$ cat src/sv/stl_pkg.sv
// shared constants, codes and control structs for the segment time lookup
// no dependencies; used by every other file of the block
package stl_pkg;

    localparam int MAX_POINTS = 1024;
    localparam int BLEND_BITS = 16;
    localparam int IDX_W      = $clog2(MAX_POINTS);
    localparam int CNT_W      = IDX_W + 1;
    localparam int DUR_W      = 32;
    localparam int TIME_W     = 32;
    localparam int SUM_W      = TIME_W - 1;
    localparam int BLEND_W    = BLEND_BITS + 1;
    localparam int STEP_W     = $clog2(BLEND_W);
    localparam int FUNC_W     = 2;
    localparam int STATUS_W   = 2;

    localparam logic [BLEND_W-1:0] BLEND_ONE = {1'b1, {BLEND_BITS{1'b0}}};

    typedef enum logic [FUNC_W-1:0] {
        FUNC_CLEAR,
        FUNC_APPEND,
        FUNC_QUERY,
        FUNC_NONE
    } func_t;

    typedef enum logic [STATUS_W-1:0] {
        STAT_OK,
        STAT_EMPTY,
        STAT_FULL,
        STAT_CLEARED
    } status_t;

    typedef enum logic [1:0] {
        ST_IDLE,
        ST_WALK,
        ST_DIV,
        ST_FINISH
    } state_t;

    typedef struct packed {
        logic             we;
        logic [IDX_W-1:0] waddr;
        logic [DUR_W-1:0] wdata;
        logic [IDX_W-1:0] raddr;
    } tbl_req_t;

    typedef struct packed {
        logic             start;
        logic [DUR_W-1:0] num;
        logic [DUR_W-1:0] den;
    } div_req_t;

    typedef struct packed {
        logic               busy;
        logic               done;
        logic [BLEND_W-1:0] quot;
    } div_rsp_t;

endpackage

$ cat src/sv/stl_divider.sv
// restoring divider for the blend fraction, one quotient bit per cycle
// depends on stl_pkg; numerator must not exceed the denominator
module stl_divider (
    input  logic              clk,
    input  logic              rst_n,
    input  stl_pkg::div_req_t req,
    output stl_pkg::div_rsp_t rsp
);
    import stl_pkg::*;

    logic               busy_reg, busy_next;
    logic               done_reg, done_next;
    logic [STEP_W-1:0]  step_reg, step_next;
    logic [DUR_W:0]     rem_reg, rem_next;
    logic [DUR_W-1:0]   den_reg, den_next;
    logic [BLEND_W-1:0] quot_reg, quot_next;

    logic [DUR_W:0] cand;
    logic [DUR_W:0] diff;
    logic           ge;

    always_comb
    begin
        cand = (step_reg == '0) ? rem_reg : {rem_reg[DUR_W-1:0], 1'b0};
        ge   = cand >= {1'b0, den_reg};
        diff = cand - {1'b0, den_reg};

        busy_next = busy_reg;
        done_next = 1'b0;
        step_next = step_reg;
        rem_next  = rem_reg;
        den_next  = den_reg;
        quot_next = quot_reg;

        if (req.start)
        begin
            busy_next = 1'b1;
            step_next = '0;
            rem_next  = {1'b0, req.num};
            den_next  = req.den;
            quot_next = '0;
        end
        else if (busy_reg)
        begin
            rem_next  = ge ? diff : cand;
            quot_next = {quot_reg[BLEND_W-2:0], ge};
            step_next = step_reg + STEP_W'(1);
            if (step_reg == STEP_W'(BLEND_W - 1))
            begin
                busy_next = 1'b0;
                done_next = 1'b1;
            end
        end
    end

    always_ff @(posedge clk or negedge rst_n)
    begin
        if (!rst_n)
        begin
            busy_reg <= 1'b0;
            done_reg <= 1'b0;
            step_reg <= '0;
        end
        else
        begin
            busy_reg <= busy_next;
            done_reg <= done_next;
            step_reg <= step_next;
        end
    end

    always_ff @(posedge clk)
    begin
        rem_reg  <= rem_next;
        den_reg  <= den_next;
        quot_reg <= quot_next;
    end

    assign rsp.busy = busy_reg;
    assign rsp.done = done_reg;
    assign rsp.quot = quot_reg;

endmodule

$ cat config.mk
export PLATFORM = sky130hd
export DESIGN_NAME = stl_divider
export DESIGN_NICKNAME = d
export VERILOG_FILES = /design/src/sv/stl_pkg.sv /design/src/sv/stl_divider.sv
export SDC_FILE = /design/constraint.sdc
export NUM_CORES = 1
export LEC_CHECK = 0
export BUFFER_PORTS_ARGS = -buffer_cell sky130_fd_sc_hd__clkbuf_2
export CORE_MARGIN = 1.5
export CORE_UTILIZATION = 53
export DETAILED_ROUTE_END_ITERATION = 16
export HOLD_SLACK_MARGIN = 0.02
export PLACE_DENSITY_LB_ADDON = 0.1
export RECOVER_POWER = 100
export SYNTH_ARGS = -nofsm -noshare
export SYNTH_HDL_FRONTEND = slang
export SYNTH_SLANG_ARGS = --single-unit
export TNS_END_PERCENT = 20
$ cat constraint.sdc
create_clock -name clk -period 3.8 [get_ports clk]
set_input_delay 0 -clock clk [delete_from_list [all_inputs] [get_ports clk]]
set_output_delay 0 -clock clk [all_outputs]
set_load 0.03 [all_outputs]
After elaboration in Yosys (flattened, before gate mapping)
Cells that the tools add are included.

storage, ports and cells
  word-level logic and storage cells = 25
  memories = 0
  bits in read-only memories = 0
  RAM bits = 0
  output and inout bits = 19
  register bits after elaboration = 89
  latch bits = 0
  input port bits = 67

cells by class
  equal/unequal tests = 1
  order comparisons = 1
  reductions and logical operators = 2
  $add $sub $neg = 2
  shifts and indexed selects = 0
  multiply operators = 0
  div/mod/pow operators = 0
  mux-type cells = 12
  bitwise logic cells = 0

operator list
  operator                                     count
  2-to-1 mux 33 bit                            2
  2-to-1 mux 32 bit                            2
  >= comparator 33 x 32 -> 1 bit               1
  subtractor 33 x 32 -> 33 bit                 1
  2-to-1 mux 5 bit                             2
  2-to-1 mux 1 bit                             6
  adder 5 x 1 -> 5 bit, second input constant  1
  equality test 5 bit, second input constant   1
  logical NOT 5 bit                            1
  nonzero test 2 bit                           1

Logic depth before layout (Yosys ltp)
Gate-level depths: netlist of run 1.

  word-level depth = 6
  mapped depth = 17
  gate-level depth less buffers = 14

Least setup slack after synthesis of run 1
No wires, ideal clock.

  kind = reg2reg
  from = register step_reg[0]
  to = register rem_reg[30], data pin
  arrival = 3894 ps
  required time = 3528 ps
  stages on the path, launching flop included = 16
  path slack = -366 ps
  buffers on the path = 3
  cells stage by stage = dfrtp_1 -> inv_1 -> ha_1 -> nor4b_4 -> clkbuf_1 -> mux2_2 -> ha_1 -> buf_2 -> nand4_1 -> or3_1 -> a311o_1 -> a21oi_4 -> nor2_4 -> buf_2 -> a2111oi_0 -> a2bb2oi_1

on the way
  cells in the longest elaborated chain, start to end = 6

ends and longest elaborated chain
  element                                                                                line                                  text
  from (decl)                                                                            stl_divider.sv:13                     logic [STEP_W-1:0] step_reg, step_next;
  from (signal assigned)                                                                 stl_divider.sv:68                     step_reg <= step_next;
  logical NOT 5 bit (*)                                                                  stl_divider.sv:24                     cand = (step_reg == '0) ? rem_reg : {rem_reg[DUR_W-1:0], 1'b0};
  2-to-1 mux 33 bit (*)                                                                  stl_divider.sv:24
  subtractor 33 x 32 -> 33 bit / >= comparator 33 x 32 -> 1 bit (equally long branches)  stl_divider.sv:26, stl_divider.sv:25
  2-to-1 mux 33 bit (*)                                                                  stl_divider.sv:45                     rem_next = ge ? diff : cand;
  2-to-1 mux 32 bit (*)                                                                  stl_divider.sv:43                     else if (busy_reg)
  2-to-1 mux 32 bit (*)                                                                  stl_divider.sv:35                     if (req.start)
  net rem_next[30]                                                                       stl_divider.sv:14                     logic [DUR_W:0] rem_reg, rem_next;
  to (signal assigned)                                                                   stl_divider.sv:74                     rem_reg <= rem_next;
  to (decl)                                                                              stl_divider.sv:14

Mark *: on every way through the listed nets, which the timed path passes. The rest lies on a longest branch. The select of a mux whose other input is x is not followed.
A chain may end at the register's enable or synchronous reset.

Worst setup path in the final report of run 1
  from = register step_reg[1]
  to = register rem_reg[28], data pin

Same word-level chain as after synthesis.

==> results of run 1 <==
## Yosys cell counts, types with 11 or more instances
master and count:
nor3_1 11, nor2_1 61, inv_1 45, xor2_1 15, o211ai_1 14, o21ai_0 25, ha_1 34, edfxtp_1 64
nand2_1 47, dfxtp_1 18, mux2_2 34, mux2i_1 20, a211oi_1 12, a21oi_1 45, xnor2_1 11, o21a_1 19
nand4_1 13, clkbuf_1 20
## cells by family (layout without fill, tap and decap cells)
group,after synthesis,count (layout)
AO/OA/AOI/OAI,165,165
buffers and inverters,79,291
multiplexers,54,54
adder cells (fa/ha/maj),35,35
AND/OR/NAND/NOR,175,175
XOR/XNOR,26,26
flip-flops,89,89
## layout make-up
| cell class | instances | area [µm²] | area share |
|---|---|---|---|
| Inverter | 45 | 168.9 | 0.01964 |
| Clock inverter | 5 | 46.29 | 0.005383 |
| Tap cell | 140 | 175.2 | 0.02037 |
| Timing Repair Buffer | 230 | 1795 | 0.2088 |
| Multi-Input combinational cell | 455 | 3692 | 0.4294 |
| Clock buffer | 11 | 264.0 | 0.03070 |
| Sequential cell | 89 | 2457 | 0.2858 |
## cell usage in the layout, fill, tap and decap left out, types with 6 or more instances in the layout
| cell | instances |
|---|---|
| a21oi_1 | 36 |
| a211oi_2 | 6 |
| dfxtp_1 | 18 |
| dlygate4sd3_1 | 65 |
| nand4_1 | 13 |
| buf_12 | 7 |
| a211oi_1 | 6 |
| o21a_1 | 19 |
| dfrtp_1 | 7 |
| nor2_1 | 60 |
| inv_1 | 45 |
| a21oi_2 | 8 |
| clkbuf_2 | 64 |
| clkbuf_1 | 22 |
| mux2_4 | 8 |
| xnor2_1 | 11 |
| a21o_1 | 8 |
| mux2_2 | 26 |
| o211ai_1 | 14 |
| nand2b_1 | 7 |
| ha_1 | 14 |
| buf_4 | 64 |
| ha_4 | 15 |
| nand2_1 | 47 |
| mux2i_1 | 19 |
| nor3_1 | 9 |
| clkbuf_16 | 10 |
| xor2_1 | 15 |
| edfxtp_1 | 64 |
| o21ai_0 | 19 |
## repair_timing
item / CTS / global route
hold buffers: 65 / 0
endpoints found under the hold margin: 70 / 0
pin swaps: 14 / 21
cloned: 2 / 0
endpoints found under the setup margin: 31 / 33
resized for setup: 41 / 35
buffers inserted: 10 / 4
## power by group through the flow
| stage | clock network [mW] | logic, mW | registers (mW) |
|---|---|---|---|
| 6_report | 0.933 | 4.84 | 1.48 |
| 5_1_grt | 0.978 | 5.24 | 1.50 |
| 4_1_cts | 0.943 | 4.45 | 1.46 |
| 3_5_place_dp | 0 | 3.99 | 1.47 |
| 3_3_place_gp | 0 | 3.89 | 1.47 |
| 2_1_floorplan | 0 | 2.79 | 1.44 |
## worst max-delay path: stages (launching register included)
cell and delay (ps):
dfrtp_1 380, inv_1 60, ha_2 170, nor4b_4 230, buf_6 170, buf_12 140
mux2_4 320, ha_4 280, nand4_1 180, or3_4 420, a311o_1 360, a21oi_4 210
nor2_4 70, buf_12 150, or3_1 300, a31o_1 220, a2bb2oi_2 130
## stage by stage
step           setup WS, ps  std cells  instance area, µm²
2_1_floorplan        -25.34        623                6148
3_3_place_gp         -72.92        879                7099
3_5_place_dp         -175.0        879                7099
4_1_cts              -79.64        972                8442
5_1_grt              -269.9        975                8600
6_report             -176.6        975                8600
## worst max path at each step
stage | startpoint | endpoint | slack, ps | cells after the start
floorplan | step_reg[0] | rem_reg[23] | -30 | 15
global placement | step_reg[1] | rem_reg[14] | -70 | 17
detailed placement | step_reg[1] | rem_reg[32] | -180 | 15
CTS | step_reg[1] | rem_reg[28] | -80 | 16
global route | step_reg[1] | rem_reg[4] | -270 | 17
finish | step_reg[1] | rem_reg[28] | -180 | 16
## routing by layer
metal	vias up	global-route usage	wire length (µm)
met5	-	0	0
met4	0	0.08256	271
met3	30	0.06276	777
met2	159	0.5103	8504
met1	2674	0.3452	7157
li1	2696	-	-
==> metrics.csv, run 1 <==
metric,value,unit
synth warn,0,
Hold Path Cell Cnt,3,
Synth area leaders,"edfxtp_1 32%, ha_1 7.1%, mux2_2 6.4%",
Hold Crit Class,primary input to register,
"Power, Total",7.251,mW
Die W,109.2,µm
crit start category,register,
largest net degree at the start of global routing,48,
Core Area,0.01094,mm²
Root Driver,clkbuf_16,
hold path endpoint,rem_reg[26],
Clock Skew,10.73,ps
internal cell power,4.256,mW
CP arrival,4180,ps
detailed placer's ending HPWL,10540,µm
row count,38,
Worst R2R Path Depth,16,
Setup WS post-layout,-176.6,ps
first-pass GRT wire length,26560,µm
PortBufs,85,
Max Fclk,0.2515,GHz
ANT cells,0,
Die ar.,0.01192,mm²
r2r endpoint,rem_reg[28],
reg2reg start,step_reg[1],
status,"complete, but fails checks",
Synth top area share,0.3216,
Fillers,721,
antenna-violating nets left,0,
Final Hold Vio Count,0,
critical path peak fanout,7,
CTS tree,built,
drt total wl,16710,µm
die height,109.2,µm
xor/xnor share of the synthesized area,0.03811,
Hold Crit Start,req[58],
Syn Inst Count,623,
maxcap violations,1,
Sink Count,89,
RSZ-0062 raised after global routing,yes,
DR pass1 iterations,5,
CTS H-Tree Depth,3,
Max VDD drop,0.0005429,V
combinational share of power,0.668,
measured slew at the worst slew-check pin,2631,ps
largest family of logic cells by synthesized area,compound AO/OA/AOI/OAI gates,
Via Count,5559,
Final min period,3977,ps
Pwr Density,843.2,mW/mm²
Cell variety after synth,60,
Seq pwr share,0.204,
worst reg2reg setup slack,-180,ps
drt via density,5.702,
syn nets,725,
residual DRC count,0,
clock share of power,0.129,
post-synthesis adder-cell area fraction,0.07454,
layout cells sized above 1,0.3150,
Sw Share,0.4131,
#FFs+latches synth,89,
Yosys top cell by area,edfxtp_1,
Post-synth top flop,edfxtp_1,
Fin Setup TNS,-1912,ps
Post-Synth Simple-Gate Area,0.1394,
DR iter-0 viols,302,
final net count,932,
grt ovf,0,
initial antenna violation count,0,
post-synthesis mux area share,0.09757,
max FFs per register,33,
number of synthesized flops with an enable pin,64,
NetSw,2.995,mW
vias in the first global route,5759,
post-synthesis sequential area ratio,0.4112,
Rel. slew slack,-0.7537,
WS Path Type,register to register,
fin crit share,1.046,
Finish-stage setup viols,22,
Syn Area/Cell,9.592,µm²
Routability Congestion,0.8945,
"Reg clk slew, reported paths",70,ps
initial core utilization,0.5465,
CP endpoint kind,register,
worst path required time,4010,ps
P&R area growth vs syn,43.91,%
deepest clock path buffer count,2,
failing checks,"capacitance limit, slew limit, setup timing",
final slew viol count,33,
Leakage,3.651,nW
Ports,86,
Final Util,0.7864,
CTS Buf Count,9,
Synth Area in Compound Gates,0.1863,
fraction of registers with async set/reset,0.07865,
routed len/inst,17.14,µm
Hold Slack,84.41,ps
Total GRT Usage,0.2862,
"Cell Area, Synth",0.005976,mm²
worst-skew pair later-pin latency,350,ps
Power figures use the tool's default switching activity.
==> inputs of run 2 (changes only) <==
ABC_AREA = 1   (was unset)
CORE_UTILIZATION = 54   (was 53)
==> metrics.csv, run 2 <==
metric,value,unit,change
final slew viol count,0,,-100%
fin area,0.008324,mm²,-3.2%
post-synthesis sequential area ratio,0.3632,,-0.04806
RSZ-0062 raised after global routing,no,,
critical path peak fanout,34,,+27
worst-skew pair later-pin latency,360,ps,about the same
die height,114.9,µm,+5.3%
largest net degree at the start of global routing,66,,+38%
top-count cell post-synth,nand2_1,,
Rel. slew slack,0.01703,,+0.7707
vias in the first global route,6358,,+10%
"most common cell after layout, fill and taps aside",nand2_1,,
Post-synth top cells,"444 x nand2_1, 196 x inv_1, 64 x edfxtp_1",,
maxcap violations,0,,-1
"Cell Area, Synth",0.006766,mm²,+13%
Finish-stage setup viols,0,,-100%
detailed placer's ending HPWL,13920,µm,+32%
"Power, Total",5.853,mW,-19%
Total GRT Usage,0.3000,,+0.01385
Post-CTS Setup Inserts,0,,-10
crit start category,register,,
Most Frequent Cell on Critical Path,nand2_1,,
Max VDD drop,0.0002951,V,-46%
"Reg clk slew, reported paths",70,ps,about the same
CTS tree,built,,
Root Driver,clkbuf_16,,
Via Count,6676,,+20%
Cell variety after synth,33,,-45%
WS Path Type,register to register,,
Leakage,4.496,nW,+23%
initial antenna violation count,0,,unchanged
Die ar.,0.01321,mm²,+11%
Final min period,3579,ps,-397.5 ps
final cell count without fillers,1349,,+38%
Die W,114.9,µm,+5.3%
CP endpoint kind,register,,
grt ovf,0,,unchanged
Post-synth top flop,edfxtp_1,,
post-place setup slack,271.6,ps,+446.6 ps
PortBufs,85,,unchanged
ANT cells,0,,unchanged
deepest clock path buffer count,2,,unchanged
CP arrival,3700,ps,-480 ps
"Critical Path, Cell by Cell",inv_1 -> ha_1 -> nand3_2 -> buf_6 -> o21ai_0 -> ha_1 -> nand2_1 -> inv_1 -> nand2_1 -> nor2_1 -> nand4_1 -> nand3_1 -> nand2_1 -> buf_4 -> nand2_2 -> buf_12 -> nand2_1 -> nand3_1 -> nand2_1,,
Core Area,0.01211,mm²,+11%
Ports,86,,unchanged
DR iter-0 viols,544,,+80%
DR pass1 iterations,5,,unchanged
"CP delay by family, top",simple AND/OR/NAND/NOR gates,,
Synth area leaders,"edfxtp_1 28%, nand2_1 25%, inv_1 11%",,
worst reg2reg setup slack,220,ps,+400 ps
status,completed,,
initial core utilization,0.5587,,+0.01222
fin crit share,0.9419,,-0.1046
DP Area,0.007372,mm²,+3.8%
final net count,1278,,+37%
Clock Skew,12.07,ps,+1.342 ps
synth warn,0,,unchanged
Syn Area/Cell,6.569,µm²,-32%
Setup WS post-layout,220.9,ps,+397.5 ps
row count,40,,+5.3%
placed cells,1266,,+44%
number of synthesized flops with an enable pin,64,,unchanged
routed len/inst,13.86,µm,-19%
Routability Congestion,0.9657,,+8.0%
drt total wl,18700,µm,+12%
Syn Inst Count,1030,,+65%
residual DRC count,0,,unchanged
"slowest stage cell, crit path",ha_1,,
layout cells sized above 1,0.08298,,-0.2320
Synth top area share,0.2840,,-0.03758
Hold Slack,351.5,ps,+267.1 ps
most frequent cells in the layout,"444 x nand2_1, 196 x inv_1, 67 x dlygate4sd3_1",,
P&R area growth vs syn,23.02,%,
CTS H-Tree Depth,3,,unchanged
drt via density,4.949,,-13%
Yosys top cell by area,edfxtp_1,,
measured slew at the worst slew-check pin,1474,ps,-1156 ps
Crit path largest cell delay,430,ps,about the same
Sink Count,89,,unchanged
Pwr Density,703.1,mW/mm²,-17%
CTS Buf Count,9,,unchanged
syn nets,1132,,+56%
Fin Setup TNS,0,ps,+1912 ps
antenna-violating nets left,0,,unchanged
first-pass GRT wire length,30410,µm,+14%
max FFs per register,33,,unchanged
Final Util,0.6873,,-0.09909
worst path required time,3920,ps,-90 ps
Final Hold Vio Count,0,,unchanged
#FFs+latches synth,89,,unchanged
fraction of registers with async set/reset,0.07865,,unchanged
Hold Crit Class,primary input to register,,
Max Fclk,0.2794,GHz,+11%
"Buf+Inv Stages, Crit Path",5,,+1
run 2: kinds of logic (layout without fill, tap and decap cells):
family | after synthesis | count (layout) | synth area share
simple gates | 594 | 594 | 0.3624
buf+inv | 227 | 378 | 0.1307
flops | 89 | 89 | 0.3632
compound gates | 68 | 68 | 0.05584
fa+ha+maj | 35 | 35 | 0.06583
xor+xnor | 17 | 17 | 0.02200
run 2: final timing paths:
kind | from | to | depth (start not counted)
worst max-delay path | step_reg[0] | rem_reg[14] | 19
worst max register to register | step_reg[0] | rem_reg[14] | 19
worst min-delay path | req[22] | den_reg[22] | 2
worst min register to register | step_reg[4] | step_reg[4] | 1
max in group asynchronous | rst_n | step_reg[2] | 3
min in group asynchronous | rst_n | step_reg[4] | 3
run 2: layer usage:
metal / share of wire / track usage / vias to the layer above
met5: 0 / 0 / -
li1: - / - / 3470
met2: 0.43 / 0.4750 / 237
met3: 0.078 / 0.06220 / 24
met4: 0.012 / 0.07325 / 0
met1: 0.48 / 0.4229 / 2945
run 2: report_power, final:
part           switching [mW]  internal, mW
Clock                   0.428         0.524
Sequential             0.0933          1.31
Combinational            2.26          1.24
run 2: final cells by class:
class,instances,area [µm²]
inverter,199,747.0
sequential,89,2457
tap,168,210.2
clock inverter,7,83.83
multi-input combinational,714,3425
clock buffer,9,225.2
fill,1151,3787
timing repair buffer,163,1176
run 2: timing repair:
item                                    4_1_cts  5_1_grt
endpoints found under the hold margin        72        0
resized for setup                             0        1
hold buffers                                 67        0
endpoints found under the setup margin        0       22
